### config.mk
export PLATFORM = sky130hd
export DESIGN_NAME = knob_smooth_map_change_detect_flat
export DESIGN_NICKNAME = d
export VERILOG_FILES = /design/src/hw/rtl/ksm_pkg.sv /design/src/hw/rtl/ksm_if.sv /design/src/hw/rtl/ksm_ram.sv /design/src/hw/rtl/ksm_upd.sv /design/src/hw/rtl/knob_smooth_map_change_detect.sv /design/src/flat_wrapper.sv
export SDC_FILE = /design/constraint.sdc
export NUM_CORES = 2
export LEC_CHECK = 0
export ABC_AREA = 1
export BUFFER_PORTS_ARGS = -buffer_cell sky130_fd_sc_hd__buf_2
export CORE_ASPECT_RATIO = 1.1
export CORE_MARGIN = 2
export CORE_UTILIZATION = 35
export DETAILED_ROUTE_END_ITERATION = 10
export SLEW_MARGIN = 10
export SYNTH_ARGS = -nofsm -noshare
export SYNTH_HDL_FRONTEND = slang
export SYNTH_SLANG_ARGS = --single-unit
### constraint.sdc
create_clock -name clk -period 14.4 [get_ports clk]
set_clock_uncertainty 0.05 [all_clocks]
set_input_delay 0.72 -clock clk [delete_from_list [all_inputs] [get_ports clk]]
set_output_delay 0.72 -clock clk [all_outputs]
set_load 0.005 [all_outputs]
### src/hw/rtl/ksm_pkg.sv
package ksm_pkg;

  localparam int KNOB_W    = 6;
  localparam int SAMPLE_W  = 8;
  localparam int KIND_W    = 3;
  localparam int SLOT_W    = 4;
  localparam int VALUE_W   = 10;
  localparam int COPY_W    = 9;

  localparam int KNOB_COUNT_DEF = 44;
  localparam int BANK_WIDTH     = 8;
  localparam int BANK_AW        = $clog2(BANK_WIDTH);
  localparam int BANK_COUNT     = 5;
  localparam int TEMPO_KNOB     = 42;
  localparam int TEMPO_OFFSET   = 30;
  localparam int LEVEL_OFFSET   = 70;
  localparam int PITCH_FLIP     = 128;

  // floor(v*16/51) == (v*LEVEL_MUL) >> LEVEL_SHIFT for every 8-bit v
  localparam int LEVEL_MUL   = 20561;
  localparam int LEVEL_MUL_W = 15;
  localparam int LEVEL_SHIFT = 16;
  localparam int LEVEL_Q_W   = 7;

  localparam int KIND_COUNT = 6;
  localparam int COPY_DEPTH = KIND_COUNT * (1 << SLOT_W);

  localparam logic [KNOB_W-BANK_AW-1:0] BANK_LEVEL = 3'd0;
  localparam logic [KNOB_W-BANK_AW-1:0] BANK_PITCH = 3'd1;
  localparam logic [KNOB_W-BANK_AW-1:0] BANK_GAIN  = 3'd2;
  localparam logic [KNOB_W-BANK_AW-1:0] BANK_TIME  = 3'd3;

  typedef enum logic [KIND_W-1:0] {
    KIND_OUT_LEVEL = 3'd0,
    KIND_PITCH     = 3'd1,
    KIND_ENV_GAIN  = 3'd2,
    KIND_ENV_TIME  = 3'd3,
    KIND_TRACK_VOL = 3'd4,
    KIND_TEMPO     = 3'd5
  } param_kind_t;

  typedef struct packed {
    logic              act;
    param_kind_t       kind;
    logic [SLOT_W-1:0] slot;
  } knob_dec_t;

  typedef struct packed {
    logic        [SAMPLE_W-1:0] level;
    logic signed [VALUE_W-1:0]  value;
  } upd_t;

  function automatic knob_dec_t decode_knob(logic [KNOB_W-1:0] knob, logic upper);
    knob_dec_t                  d;
    logic [BANK_AW-1:0]         outn;
    logic [KNOB_W-BANK_AW-1:0]  bank;
    d.act  = 1'b0;
    d.kind = KIND_OUT_LEVEL;
    d.slot = '0;
    outn   = knob[BANK_AW-1:0];
    bank   = knob[KNOB_W-1:BANK_AW];
    if (knob < KNOB_W'(BANK_COUNT * BANK_WIDTH)) begin
      d.act = 1'b1;
      case (bank)
        BANK_LEVEL: begin
          d.kind = KIND_OUT_LEVEL;
          d.slot = {1'b0, outn};
        end
        BANK_PITCH: begin
          d.kind = KIND_PITCH;
          d.slot = {1'b0, outn};
        end
        BANK_GAIN: begin
          d.kind = KIND_ENV_GAIN;
          d.slot = {upper, outn};
        end
        BANK_TIME: begin
          d.kind = KIND_ENV_TIME;
          d.slot = {upper, outn};
        end
        default: begin
          d.kind = KIND_TRACK_VOL;
          d.slot = {upper, outn};
        end
      endcase
    end else if (knob == KNOB_W'(TEMPO_KNOB)) begin
      d.act  = 1'b1;
      d.kind = KIND_TEMPO;
      d.slot = '0;
    end
    return d;
  endfunction

endpackage

### src/hw/rtl/ksm_if.sv
interface ksm_in_if;
  import ksm_pkg::*;

  logic                valid;
  logic                ready;
  logic [KNOB_W-1:0]   knob_number;
  logic [SAMPLE_W-1:0] raw_sample;
  logic                upper_track_bank;

  modport source (output valid, output knob_number, output raw_sample,
                  output upper_track_bank, input ready);
  modport sink   (input valid, input knob_number, input raw_sample,
                  input upper_track_bank, output ready);
endinterface

interface ksm_out_if;
  import ksm_pkg::*;

  logic                     valid;
  logic                     ready;
  logic [KIND_W-1:0]        param_kind;
  logic [SLOT_W-1:0]        slot;
  logic signed [VALUE_W-1:0] param_value;

  modport source (output valid, output param_kind, output slot, output param_value,
                  input ready);
  modport sink   (input valid, input param_kind, input slot, input param_value,
                  output ready);
endinterface

### src/hw/rtl/ksm_ram.sv
module ksm_ram #(
  parameter int WIDTH = 8,
  parameter int DEPTH = 44
) (
  input  logic                     clk,
  input  logic                     we,
  input  logic [$clog2(DEPTH)-1:0] waddr,
  input  logic [WIDTH-1:0]         wdata,
  input  logic                     re,
  input  logic [$clog2(DEPTH)-1:0] raddr,
  output logic [WIDTH-1:0]         rdata
);

  logic [WIDTH-1:0] mem [DEPTH];

  always_ff @(posedge clk) begin
    if (we) begin
      mem[waddr] <= wdata;
    end
  end

  always_ff @(posedge clk) begin
    if (re) begin
      rdata <= mem[raddr];
    end
  end

endmodule

### src/hw/rtl/ksm_upd.sv
module ksm_upd (
  input  logic [ksm_pkg::SAMPLE_W-1:0] old_level,
  input  logic [ksm_pkg::SAMPLE_W-1:0] sample,
  input  ksm_pkg::param_kind_t         kind,
  output ksm_pkg::upd_t                res
);
  import ksm_pkg::*;

  localparam int PROD_W = SAMPLE_W + LEVEL_MUL_W;

  logic signed [VALUE_W-1:0]  diff;
  logic signed [VALUE_W-1:0]  diff_adj;
  logic signed [VALUE_W-1:0]  half;
  logic        [VALUE_W-1:0]  sum;
  logic        [SAMPLE_W-1:0] lvl;
  logic        [PROD_W-1:0]   prod;
  logic        [LEVEL_Q_W-1:0] quot;
  logic        [VALUE_W-1:0]  level_val;

  // halve toward zero
  assign diff     = $signed({2'b00, sample}) - $signed({2'b00, old_level});
  assign diff_adj = diff + $signed(VALUE_W'(diff[VALUE_W-1]));
  assign half     = diff_adj >>> 1;
  assign sum      = {2'b00, old_level} + half;
  assign lvl      = sum[SAMPLE_W-1:0];

  assign prod      = PROD_W'(lvl) * PROD_W'(LEVEL_MUL);
  assign quot      = prod[LEVEL_SHIFT +: LEVEL_Q_W];
  assign level_val = VALUE_W'(quot) - VALUE_W'(LEVEL_OFFSET);

  always_comb begin
    res.level = lvl;
    case (kind)
      KIND_OUT_LEVEL, KIND_ENV_GAIN, KIND_TRACK_VOL: res.value = level_val;
      KIND_PITCH:    res.value = VALUE_W'(lvl ^ SAMPLE_W'(PITCH_FLIP));
      KIND_ENV_TIME: res.value = VALUE_W'(lvl);
      KIND_TEMPO:    res.value = VALUE_W'(lvl) + VALUE_W'(TEMPO_OFFSET);
      default:       res.value = VALUE_W'(lvl);
    endcase
  end

endmodule

### src/hw/rtl/knob_smooth_map_change_detect.sv
// channel | dir | handshake   | payload
// in_chan | in  | valid/ready | knob_number[6], raw_sample[8], upper_track_bank[1]
// out_chan| out | valid/ready | param_kind[3], slot[4], param_value[10] signed
//
// one request per cycle unless out_chan stalls; each result passes stage 1, then the output register
// level and copy memories are read at accept and written back when stage 1 fires,
// each with a one-entry bypass for a back-to-back hit on the same entry
// reset clears the valid bits of both memories, no clearing pass is needed
// a stalled output register holds the second stage, which then holds in_chan
module knob_smooth_map_change_detect #(
  parameter int KNOB_COUNT = ksm_pkg::KNOB_COUNT_DEF
) (
  input  logic      clk,
  input  logic      rst_n,
  ksm_in_if.sink    in_chan,
  ksm_out_if.source out_chan
);
  import ksm_pkg::*;

  localparam int KA  = $clog2(KNOB_COUNT);
  localparam int CAW = $clog2(COPY_DEPTH);

  logic                in_ready;
  logic                in_fire;
  logic [KNOB_W-1:0]   knob_m;
  knob_dec_t           dec;
  logic [KA-1:0]       sm_raddr;
  logic [CAW-1:0]      cp_raddr;

  logic                s1_valid_r, s1_valid_nxt;
  logic [KA-1:0]       s1_addr_r;
  logic [SAMPLE_W-1:0] s1_sample_r;
  knob_dec_t           s1_dec_r;
  logic                s1_smv_r;
  logic                s1_cpv_r;
  logic                s1_fire;
  logic [CAW-1:0]      s1_cp_addr;

  logic [KNOB_COUNT-1:0] sm_vld_r;
  logic [COPY_DEPTH-1:0] cp_vld_r;

  logic [SAMPLE_W-1:0] sm_rdata;
  logic [COPY_W-1:0]   cp_rdata;
  logic [SAMPLE_W-1:0] old_level;
  logic [COPY_W-1:0]   old_copy;
  upd_t                upd;
  logic                changed;
  logic                cp_we;

  logic                sm_byp_v_r;
  logic [KA-1:0]       sm_byp_addr_r;
  logic [SAMPLE_W-1:0] sm_byp_data_r;
  logic                cp_byp_v_r;
  logic [CAW-1:0]      cp_byp_addr_r;
  logic [COPY_W-1:0]   cp_byp_data_r;

  logic                      out_valid_r, out_valid_nxt;
  param_kind_t               out_kind_r;
  logic [SLOT_W-1:0]         out_slot_r;
  logic signed [VALUE_W-1:0] out_value_r;

  // request side
  assign in_fire = in_chan.valid & in_ready;
  assign in_chan.ready = in_ready;

  always_comb begin
    if ({1'b0, in_chan.knob_number} >= (KNOB_W + 1)'(KNOB_COUNT)) begin
      knob_m = in_chan.knob_number - KNOB_W'(KNOB_COUNT);
    end else begin
      knob_m = in_chan.knob_number;
    end
  end

  assign dec      = decode_knob(knob_m, in_chan.upper_track_bank);
  assign sm_raddr = knob_m[KA-1:0];
  assign cp_raddr = CAW'({dec.kind, dec.slot});

  ksm_ram #(
    .WIDTH (SAMPLE_W),
    .DEPTH (KNOB_COUNT)
  ) u_level_ram (
    .clk   (clk),
    .we    (s1_fire),
    .waddr (s1_addr_r),
    .wdata (upd.level),
    .re    (in_fire),
    .raddr (sm_raddr),
    .rdata (sm_rdata)
  );

  ksm_ram #(
    .WIDTH (COPY_W),
    .DEPTH (COPY_DEPTH)
  ) u_copy_ram (
    .clk   (clk),
    .we    (cp_we),
    .waddr (s1_cp_addr),
    .wdata (upd.value[COPY_W-1:0]),
    .re    (in_fire),
    .raddr (cp_raddr),
    .rdata (cp_rdata)
  );

  // stage 1: modify and write back
  assign s1_fire    = s1_valid_r & (~out_valid_r | out_chan.ready);
  assign in_ready   = ~s1_valid_r | s1_fire;
  assign s1_cp_addr = CAW'({s1_dec_r.kind, s1_dec_r.slot});

  always_comb begin
    if (sm_byp_v_r && sm_byp_addr_r == s1_addr_r) begin
      old_level = sm_byp_data_r;
    end else if (s1_smv_r) begin
      old_level = sm_rdata;
    end else begin
      old_level = '0;
    end
    if (cp_byp_v_r && cp_byp_addr_r == s1_cp_addr) begin
      old_copy = cp_byp_data_r;
    end else if (s1_cpv_r) begin
      old_copy = cp_rdata;
    end else begin
      old_copy = '0;
    end
  end

  ksm_upd u_upd (
    .old_level (old_level),
    .sample    (s1_sample_r),
    .kind      (s1_dec_r.kind),
    .res       (upd)
  );

  assign changed = s1_dec_r.act & (old_copy != upd.value[COPY_W-1:0]);
  assign cp_we   = s1_fire & changed;

  assign s1_valid_nxt  = in_fire ? 1'b1 : (s1_fire ? 1'b0 : s1_valid_r);
  assign out_valid_nxt = s1_fire ? changed : (out_chan.ready ? 1'b0 : out_valid_r);

  always_ff @(posedge clk) begin
    if (!rst_n) begin
      s1_valid_r  <= 1'b0;
      out_valid_r <= 1'b0;
      sm_byp_v_r  <= 1'b0;
      cp_byp_v_r  <= 1'b0;
      sm_vld_r    <= '0;
      cp_vld_r    <= '0;
    end else begin
      s1_valid_r  <= s1_valid_nxt;
      out_valid_r <= out_valid_nxt;
      if (s1_fire) begin
        sm_byp_v_r          <= 1'b1;
        sm_vld_r[s1_addr_r] <= 1'b1;
      end
      if (cp_we) begin
        cp_byp_v_r           <= 1'b1;
        cp_vld_r[s1_cp_addr] <= 1'b1;
      end
    end
  end

  always_ff @(posedge clk) begin
    if (in_fire) begin
      s1_addr_r   <= sm_raddr;
      s1_sample_r <= in_chan.raw_sample;
      s1_dec_r    <= dec;
      s1_smv_r    <= sm_vld_r[sm_raddr];
      s1_cpv_r    <= cp_vld_r[cp_raddr];
    end
    if (s1_fire) begin
      sm_byp_addr_r <= s1_addr_r;
      sm_byp_data_r <= upd.level;
      out_kind_r    <= s1_dec_r.kind;
      out_slot_r    <= s1_dec_r.slot;
      out_value_r   <= upd.value;
    end
    if (cp_we) begin
      cp_byp_addr_r <= s1_cp_addr;
      cp_byp_data_r <= upd.value[COPY_W-1:0];
    end
  end

  // result side
  assign out_chan.valid       = out_valid_r;
  assign out_chan.param_kind  = out_kind_r;
  assign out_chan.slot        = out_slot_r;
  assign out_chan.param_value = out_value_r;

`ifndef NO_ASSERTIONS
  a_result_from_stage: assert property (@(posedge clk) disable iff (!rst_n)
    $rose(out_valid_r) |-> $past(s1_fire))
    else $error("result appeared without a stage-1 update");

  a_stall_cause: assert property (@(posedge clk) disable iff (!rst_n)
    !in_ready |-> (s1_valid_r && out_valid_r && !out_chan.ready))
    else $error("request side stalled without a blocked result");

  a_tempo_slot: assert property (@(posedge clk) disable iff (!rst_n)
    (out_valid_r && out_kind_r == KIND_TEMPO) |-> (out_slot_r == '0))
    else $error("tempo result with nonzero slot");

  a_level_range: assert property (@(posedge clk) disable iff (!rst_n)
    (out_valid_r && (out_kind_r == KIND_OUT_LEVEL || out_kind_r == KIND_ENV_GAIN ||
     out_kind_r == KIND_TRACK_VOL))
    |-> (out_value_r >= -VALUE_W'(LEVEL_OFFSET) && out_value_r <= 10'sd10))
    else $error("level result out of range");
`endif

endmodule

### src/flat_wrapper.sv
// flat-port wrapper written by rule: the top's interface ports become plain ports
module knob_smooth_map_change_detect_flat import ksm_pkg::*;
#(
  parameter int KNOB_COUNT = ksm_pkg::KNOB_COUNT_DEF
)
  (clk, rst_n, in_chan_valid, in_chan_knob_number, in_chan_raw_sample, in_chan_upper_track_bank, in_chan_ready, out_chan_valid, out_chan_param_kind, out_chan_slot, out_chan_param_value, out_chan_ready);
  ksm_in_if in_chan_i ();
  ksm_out_if out_chan_i ();
  input  logic clk;
  input  logic rst_n;
  input wire logic [$bits(in_chan_i.valid)-1:0] in_chan_valid;
  input wire logic [$bits(in_chan_i.knob_number)-1:0] in_chan_knob_number;
  input wire logic [$bits(in_chan_i.raw_sample)-1:0] in_chan_raw_sample;
  input wire logic [$bits(in_chan_i.upper_track_bank)-1:0] in_chan_upper_track_bank;
  output wire logic [$bits(in_chan_i.ready)-1:0] in_chan_ready;
  output wire logic [$bits(out_chan_i.valid)-1:0] out_chan_valid;
  output wire logic [$bits(out_chan_i.param_kind)-1:0] out_chan_param_kind;
  output wire logic [$bits(out_chan_i.slot)-1:0] out_chan_slot;
  output wire logic [$bits(out_chan_i.param_value)-1:0] out_chan_param_value;
  input wire logic [$bits(out_chan_i.ready)-1:0] out_chan_ready;
  assign in_chan_i.valid = in_chan_valid;
  assign in_chan_i.knob_number = in_chan_knob_number;
  assign in_chan_i.raw_sample = in_chan_raw_sample;
  assign in_chan_i.upper_track_bank = in_chan_upper_track_bank;
  assign in_chan_ready = in_chan_i.ready;
  assign out_chan_valid = out_chan_i.valid;
  assign out_chan_param_kind = out_chan_i.param_kind;
  assign out_chan_slot = out_chan_i.slot;
  assign out_chan_param_value = out_chan_i.param_value;
  assign out_chan_i.ready = out_chan_ready;
  knob_smooth_map_change_detect #(.KNOB_COUNT(KNOB_COUNT)) u_core (.clk(clk), .rst_n(rst_n), .in_chan(in_chan_i), .out_chan(out_chan_i));
endmodule
# Word level (Yosys, flattened, before mapping)
# Memory sizes are Yosys's and may differ from the RTL's. A register that Yosys moved wholly into a read port is not among the register bits.
# Index checks and enable logic that the tools add are counted.
[totals] mem_bits_rw=1216 word_cells=93 mem_bits_ro=0 reg_bits=215 latchBits=0 memories=2
[memory_table] memory="u_core.u_copy_ram.mem" words=96 width=9 read_ports=1 rd_ports_with_merged_regs=1 write_ports=1 line_no="ksm_ram.sv:14" rtl="logic [WIDTH-1:0] mem [DEPTH];"
[memory_table] memory="u_core.u_level_ram.mem" words=44 width=8 read_ports=1 rd_ports_with_merged_regs=1 write_ports=1 line_no="ksm_ram.sv:14"
[op_classes] add_sub_neg=6 magnitude_cmp=8 muxes=25 reduce_logical=9 bitwise_logic=11 div_mod_pow=0 n_shift=0 n_eq_ne=11 multipliers=1
[ops] op="OR 96 bit" count=1
[ops] op="OR 44 bit" count=1
[ops] op="one-hot mux 10 bit (3 select lines)" count=1
[ops] op="one-hot mux 7 bit (4 select lines)" count=1
[ops] op="2-to-1 mux 8 bit" count=3
[ops] op="multiplier 8 x 15 -> 23 bit (second input constant)" count=1
[ops] op="2-to-1 mux 9 bit" count=2
[ops] op="less-than comparator 7 x 8 -> 1 bit (second input constant)" count=2
[ops] op="less-than comparator 6 x 7 -> 1 bit (second input constant)" count=2
[ops] op="2-to-1 mux 1 bit" count=12
[ops] op="adder 8 x 5 -> 9 bit (second input constant)" count=1
[ops] op="adder 9 x 2 -> 9 bit" count=1
[ops] op="== test 3 x 2 -> 1 bit (second input constant)" count=3
[ops] op="inequality test 9 bit" count=1
[ops] op="subtractor 8 x 8 -> 9 bit" count=1
[ops] op="adder 8 bit" count=1
[ops] op="subtractor 7 x 7 -> 8 bit (second input constant)" count=1
[ops] op="binary-select mux 1 bit (select 7 bit)" count=1
[ops] op="demux 1 bit (select 7 bit)" count=1
[ops] op="== test 7 bit" count=1
[ops] op="greater-or-equal comparator 7 x 1 -> 1 bit (second input constant)" count=1
[ops] op="2-to-1 mux 7 bit" count=1
[ops] op="binary-select mux 1 bit (select 6 bit)" count=1
[ops] op="demux 1 bit (select 6 bit)" count=1
[ops] op="16 further kinds" count=29

# Logic depth before layout (Yosys ltp)
[logic_depth] word_depth=14 ltp_mapped=68 ltp_nobuf=66

# By module
# From an unflattened synthesis, not the netlist that was laid out.
[unflattened] hier_cells=5863 area_unflattened_um2=62710.1
[by_module_without_submodules] module="ksm_ram (u_core.u_copy_ram)" area_each_um2=35641.7 n_inst=1 seq_area_each_um2=26215.1 cells_each=2987
[by_module_without_submodules] module="ksm_ram (u_core.u_level_ram)" area_each_um2=14595.2 n_inst=1 seq_area_each_um2=10810.4 cells_each=1228
[by_module_without_submodules] module="knob_smooth_map_change_detect" area_each_um2=10104.7 n_inst=1 seq_area_each_um2=5014.8 cells_each=1280
[by_module_without_submodules] module="ksm_upd" area_each_um2=2368.5 n_inst=1 seq_area_each_um2=0.0 cells_each=368

# Worst setup path before layout
# Ideal clock, no wire load.
[synth_path] path_kind="register to register" from="register u_core.s1_addr_r[4]" to="register u_core.cp_byp_addr_r[0] (enable)" required_time_ns=14.035 path_slack_ns=3.189 stages_incl_launch_ff=62 synth_period_minus_slack_ns=11.211 n_path_buf=1 arrival_time_ns=10.846 path_cell_list="edfxtp_1 inv_1 nand2_1 nand2_1 nand2_1 nor2_2 nand2_2 o21ai_0 ha_1 a21oi_1 nor3_1 nor2_1 nand2_1 a21oi_2 nand2_1 inv_1 ha_1 nand3_1 (+26 left out) nand2_1 inv_1 and2_1 ha_1 nand2_1 o211ai_1 xor2_1 inv_1 nand2_1 nor2_1 nand3_1 nor2_1 nand2_1 nor2_2 nand3_4 buf_8 nand2_1 inv_1"
[synth_between] elab_chain_cells=12 word_cells_on_any_way=14
[synth_lines] element="start, declared" line_no="knob_smooth_map_change_detect.sv:31" rtl="logic [KA-1:0] s1_addr_r;"
[synth_lines] element="start signal, assigned" line_no="knob_smooth_map_change_detect.sv:163" rtl="s1_addr_r <= sm_raddr;"
[synth_lines] element="== test 6 bit (*)" line_no="knob_smooth_map_change_detect.sv:110" rtl="if (sm_byp_v_r && sm_byp_addr_r == s1_addr_r) begin"
[synth_lines] element="logical AND 1 bit (*)" line_no="knob_smooth_map_change_detect.sv:110"
[synth_lines] element="2-to-1 mux 8 bit (*)" line_no="knob_smooth_map_change_detect.sv:110"
[synth_lines] element="subtractor 8 x 8 -> 9 bit" line_no="ksm_upd.sv:21" rtl="assign diff = $signed({2'b00, sample}) - $signed({2'b00, old_level});"
[synth_lines] element="adder 9 x 2 -> 9 bit" line_no="ksm_upd.sv:22" rtl="assign diff_adj = diff + $signed(VALUE_W'(diff[VALUE_W-1]));"
[synth_lines] element="adder 8 bit (*)" line_no="ksm_upd.sv:24" rtl="assign sum = {2'b00, old_level} + half;"
[synth_lines] element="via u_core.u_level_ram.wdata[6]" line_no="ksm_ram.sv:8" rtl="input logic [WIDTH-1:0] wdata,"
[synth_lines] element="multiplier 8 x 15 -> 23 bit (*)" line_no="ksm_upd.sv:27" rtl="assign prod = PROD_W'(lvl) * PROD_W'(LEVEL_MUL);"
[synth_lines] element="subtractor 7 x 7 -> 8 bit (*)" line_no="ksm_upd.sv:29" rtl="assign level_val = VALUE_W'(quot) - VALUE_W'(LEVEL_OFFSET);"
[synth_lines] element="one-hot mux 10 bit (3 select lines) (*)" line_no="ksm_upd.sv:33" rtl="case (kind)"
[synth_lines] element="via u_core.u_copy_ram.wdata[2]" line_no="ksm_ram.sv:8"
[synth_lines] element="inequality test 9 bit (*)" line_no="knob_smooth_map_change_detect.sv:133" rtl="assign changed = s1_dec_r.act & (old_copy != upd.value[COPY_W-1:0]);"
[synth_lines] element="bitwise AND 1 bit (*)" line_no="knob_smooth_map_change_detect.sv:133"
[synth_lines] element="bitwise AND 1 bit (*)" line_no="knob_smooth_map_change_detect.sv:134" rtl="assign cp_we = s1_fire & changed;"
[synth_lines] element="via u_core.cp_we" line_no="knob_smooth_map_change_detect.sv:48" rtl="logic cp_we;"
[synth_lines] element="end signal, assigned" line_no="knob_smooth_map_change_detect.sv:177" rtl="cp_byp_addr_r <= s1_cp_addr;"
[synth_lines] element="end, declared" line_no="knob_smooth_map_change_detect.sv:54" rtl="logic [CAW-1:0] cp_byp_addr_r;"
# The timed path passes the listed nets; every way through them passes the cells marked *.
# A chain may end at the register's enable or synchronous reset.

# Worst setup path in the final report
[layout_path] from="register u_core.s1_addr_r[4]" to="memory u_core.u_copy_ram.mem[0][8] in the netlist's numbering (enable)"
[layout_between] elab_chain_cells=14 word_cells_on_any_way=16
[layout_lines] element="== test 6 bit (*)" line_no="knob_smooth_map_change_detect.sv:110"
[layout_lines] element="logical AND 1 bit (*)" line_no="knob_smooth_map_change_detect.sv:110"
[layout_lines] element="2-to-1 mux 8 bit (*)" line_no="knob_smooth_map_change_detect.sv:110"
[layout_lines] element="subtractor 8 x 8 -> 9 bit" line_no="ksm_upd.sv:21"
[layout_lines] element="adder 9 x 2 -> 9 bit" line_no="ksm_upd.sv:22"
[layout_lines] element="adder 8 bit (*)" line_no="ksm_upd.sv:24"
[layout_lines] element="via u_core.u_level_ram.wdata[5]" line_no="ksm_ram.sv:8"
[layout_lines] element="multiplier 8 x 15 -> 23 bit (*)" line_no="ksm_upd.sv:27"
[layout_lines] element="subtractor 7 x 7 -> 8 bit (*)" line_no="ksm_upd.sv:29"
[layout_lines] element="one-hot mux 10 bit (3 select lines) (*)" line_no="ksm_upd.sv:33"
[layout_lines] element="via u_core.u_copy_ram.wdata[2]" line_no="ksm_ram.sv:8"
[layout_lines] element="inequality test 9 bit (*)" line_no="knob_smooth_map_change_detect.sv:133"
[layout_lines] element="bitwise AND 1 bit (*)" line_no="knob_smooth_map_change_detect.sv:133"
[layout_lines] element="bitwise AND 1 bit (*)" line_no="knob_smooth_map_change_detect.sv:134"
[layout_lines] element="2-to-1 mux 1 bit (*)" line_no="ksm_ram.sv:17" rtl="if (we) begin"
[layout_lines] element="2-to-1 mux 1 bit (not written as such) (*)" line_no="ksm_ram.sv:18" rtl="mem[waddr] <= wdata;"
[layout_lines] element="end, declared" line_no="ksm_ram.sv:14"
# Marked as above.

==> results_dict.tcl <==
set metrics [dict create \
    nNetsFinal 5159 \
    ys_warn_count 0 \
    dr_total_vias 40580 \
    top_layer "met5" \
    rsz0062_at_grt "false" \
    hold_violations 0 \
    cts.sinks 1448 \
    drv_cap 0 \
    synthAdderAreaFrac 0.01255 \
    timing.critical_path.buf_inv 13 \
    cts-resized-gates 0 \
    slowest_delay_ps 690 \
    cts_hold_buf 0 \
    drc 0 \
    htreeDepth 4 \
    final_max_slew_viol_count 0 \
    power.density_nw_per_um2 199.5 \
    grt_pass1_vias 39060 \
    yosys.area_share.simple 0.1035 \
    synth_top_family_by_area "compound AO/OA/AOI/OAI gates" \
    path_clk_slew_ps 60 \
    grt_pass1_wl_um 248000 \
    nFillCells 16140 \
    pin_count 38 \
    routed_wl_um 166700 \
    hold_class "in2reg" \
    start_kind "flip-flop" \
    leakagePower_nw 22.57 \
    netlist_instances 5167 \
    fp.dieH_um 439.7 \
    synth-compound-area-share 0.1409 \
    design.core.area_um2 171100 \
    final_cell_mix "edfxtp_1 (1,304), nor2_1 (935), o21ai_0 (756)" \
    status "finished clean" \
    tightest_slew_ps 1163 \
    drt-vias-per-instance 5.444 \
    clockBufferDepth 3 \
    wl_met3_um 12030 \
    slowest_stage "buf_4" \
    peakVddDrop_uv 328.4 \
    crit_top_cell "nand2_1" \
    ys_async_sr_fraction 0 \
    final_util 0.3951 \
    initial_utilization 0.3531 \
    cts_tree "built" \
    clk_latency_ps 790 \
    grt_overflow 0 \
    m1WireLength_um 68830 \
    cp-end-kind "flip-flop" \
    synth.yosys.seq_area_share 0.6960 \
    path_delay_family "simple AND/OR/NAND/NOR gates" \
    drive_gt1_frac 0.07865 \
    syn_area_um2 60400 \
    hpwl_um 96670 \
    ys.flop_type "edfxtp_1" \
    area_growth_pct 11.91 \
    required_ps 14770 \
    dr_wl_met2_um 79770 \
    grt_usage 0.1861 \
    slew-limit-headroom 0.2220 \
    finalSetupTns_ps 0 \
    cp_max_fo 60 \
    fp.dieArea_um2 175900 \
    synth.mux.area_fraction 0 \
    io_buffers 37 \
    synth_cell_type_count 55 \
    timing.hold.ws_ps 70.97 \
    post_cts_buffers 0 \
    avgSynthCellArea_um2 11.69 \
    place_congestion 0.8662 \
    grt_max_degree 174 \
    cp.arrival_ps 11580 \
    synth_edf_count 1304 \
    finalSetupViolCount 0 \
    synth-seq-cells 1448 \
    drtIter0Drc 4721 \
    ant_nets 0 \
    routedWlPerCell_um 22.36 \
    rows 159 \
    crit_type "reg2reg" \
    antenna_found_initial 2 \
    cts_buffers 144 \
    min_period_ps 11210 \
    fmax_mhz 89.22 \
    cts_root_buf "clkbuf_16" \
    fin_crit_sh 0.7783 \
    final_common_cell "edfxtp_1" \
    syn_nets 5246 \
    synthXorXnorAreaFrac 0.003004 \
    first_pass_iters 7 \
    diodes 0 \
    fp.dieW_um 400.1 \
]
==> state kept, by name, summed over array words and instances (netlist names), 8 cells and up <==
signal and cells:
u_core.cp_vld_r 96, u_core.u_copy_ram.rdata 9, u_core.sm_vld_r 44, u_core.u_level_ram.rdata 8, u_core.s1_sample_r 8, u_core.sm_byp_data_r 8, u_core.out_chan.param_value 10, u_core.u_level_ram.mem 352
u_core.cp_byp_data_r 9, u_core.u_copy_ram.mem 864
==> area by class of cell <==
class,instances,area (um2),area share
multi-input combinational,3030,15840,0.2343
clock buffer,204,4136,0.06119
tap,2254,2820,0.04172
inverter,355,1364,0.02018
timing repair buffer,101,709.4,0.01049
clock inverter,62,688.2,0.01018
sequential,1448,42040,0.6219
==> final timing paths <==
path                    startpoint  depth (start not counted)  slack [ps]                     endpoint
max            u_core.s1_addr_r[4]                         62        3190  u_core.u_copy_ram.mem[0][8]
min          in_chan_raw_sample[5]                          1          70        u_core.s1_sample_r[5]
max reg2reg    u_core.s1_addr_r[4]                         62        3190  u_core.u_copy_ram.mem[0][8]
min reg2reg    u_core.cp_vld_r[73]                          2         400          u_core.cp_vld_r[73]
==> worst reg2reg max path: cells and delay by family, from the launching register on <==
family	cells	cell delay (ps)
compound gates	7	1410
xor+xnor	1	180
fa+ha+maj	8	2060
buf+inv	13	2760
flops	1	470
simple gates	33	3890
==> routing by layer <==
layer,vias up,global-route usage
met4,2,0.06947
met2,1564,0.3056
met3,340,0.03320
met5,-,0
met1,20070,0.2452
li1,18600,-
==> cell families after synthesis <==
logic type	count (synthesis)
XOR/XNOR	19
flip-flops	1448
AND/OR/NAND/NOR	1499
adder cells (fa/ha/maj)	60
buffers and inverters	689
AO/OA/AOI/OAI	1452
==> synthesized netlist by cell type (3+ instances only) <==
master	count	area, um2
edfxtp_1	1304	39160
nor2_1	939	3525
o311ai_0	12	105.1
nand2_2	8	50.05
a31oi_1	12	75.07
a32oi_1	7	61.31
or2_2	3	18.77
o21ai_0	756	3784
ha_1	59	738.2
buf_1	24	90.09
nand4_1	9	56.30
a211oi_1	4	30.03
nand3_2	33	330.3
o31ai_1	9	67.56
o21a_1	5	37.54
o22ai_1	149	932.1
xnor2_1	3	26.28
xor2_1	14	122.6
o221ai_1	136	1191
a21oi_1	221	1106
inv_1	344	1291
a221oi_1	4	35.03
nand2_1	263	987.2
nor2_2	5	31.28
clkbuf_1	295	1107
buf_2	9	45.04
o22a_1	35	306.5
nand3_1	212	1061
a22oi_1	4	30.03
o2111ai_1	3	26.28
o211ai_1	81	608.1
inv_2	11	41.29
nor3_1	15	75.07
dfxtp_1	144	2883
o21ai_1	5	25.02
==> power breakdown <==
part	switching, mW	internal, mW	total [mW]
logic	2.92	0.693	3.61
registers	0.0317	6.01	6.04
clock network	1.62	2.21	3.83
total	4.57	8.92	13.5
==> stage by stage <==
stage                     cell area [um2]  power (mW)  instances  setup WS, ps
after floorplan                     60400       8.218       5167          3189
after global placement              62770       9.699       7188          3408
after detailed placement            62770       9.760       7188          3311
after CTS                           67590       13.56       7454          3258
after global routing                67600       14.06       7454          2010
final                               67600       13.49       7454          3192
Note: power is estimated with default switching activity, not from simulation.
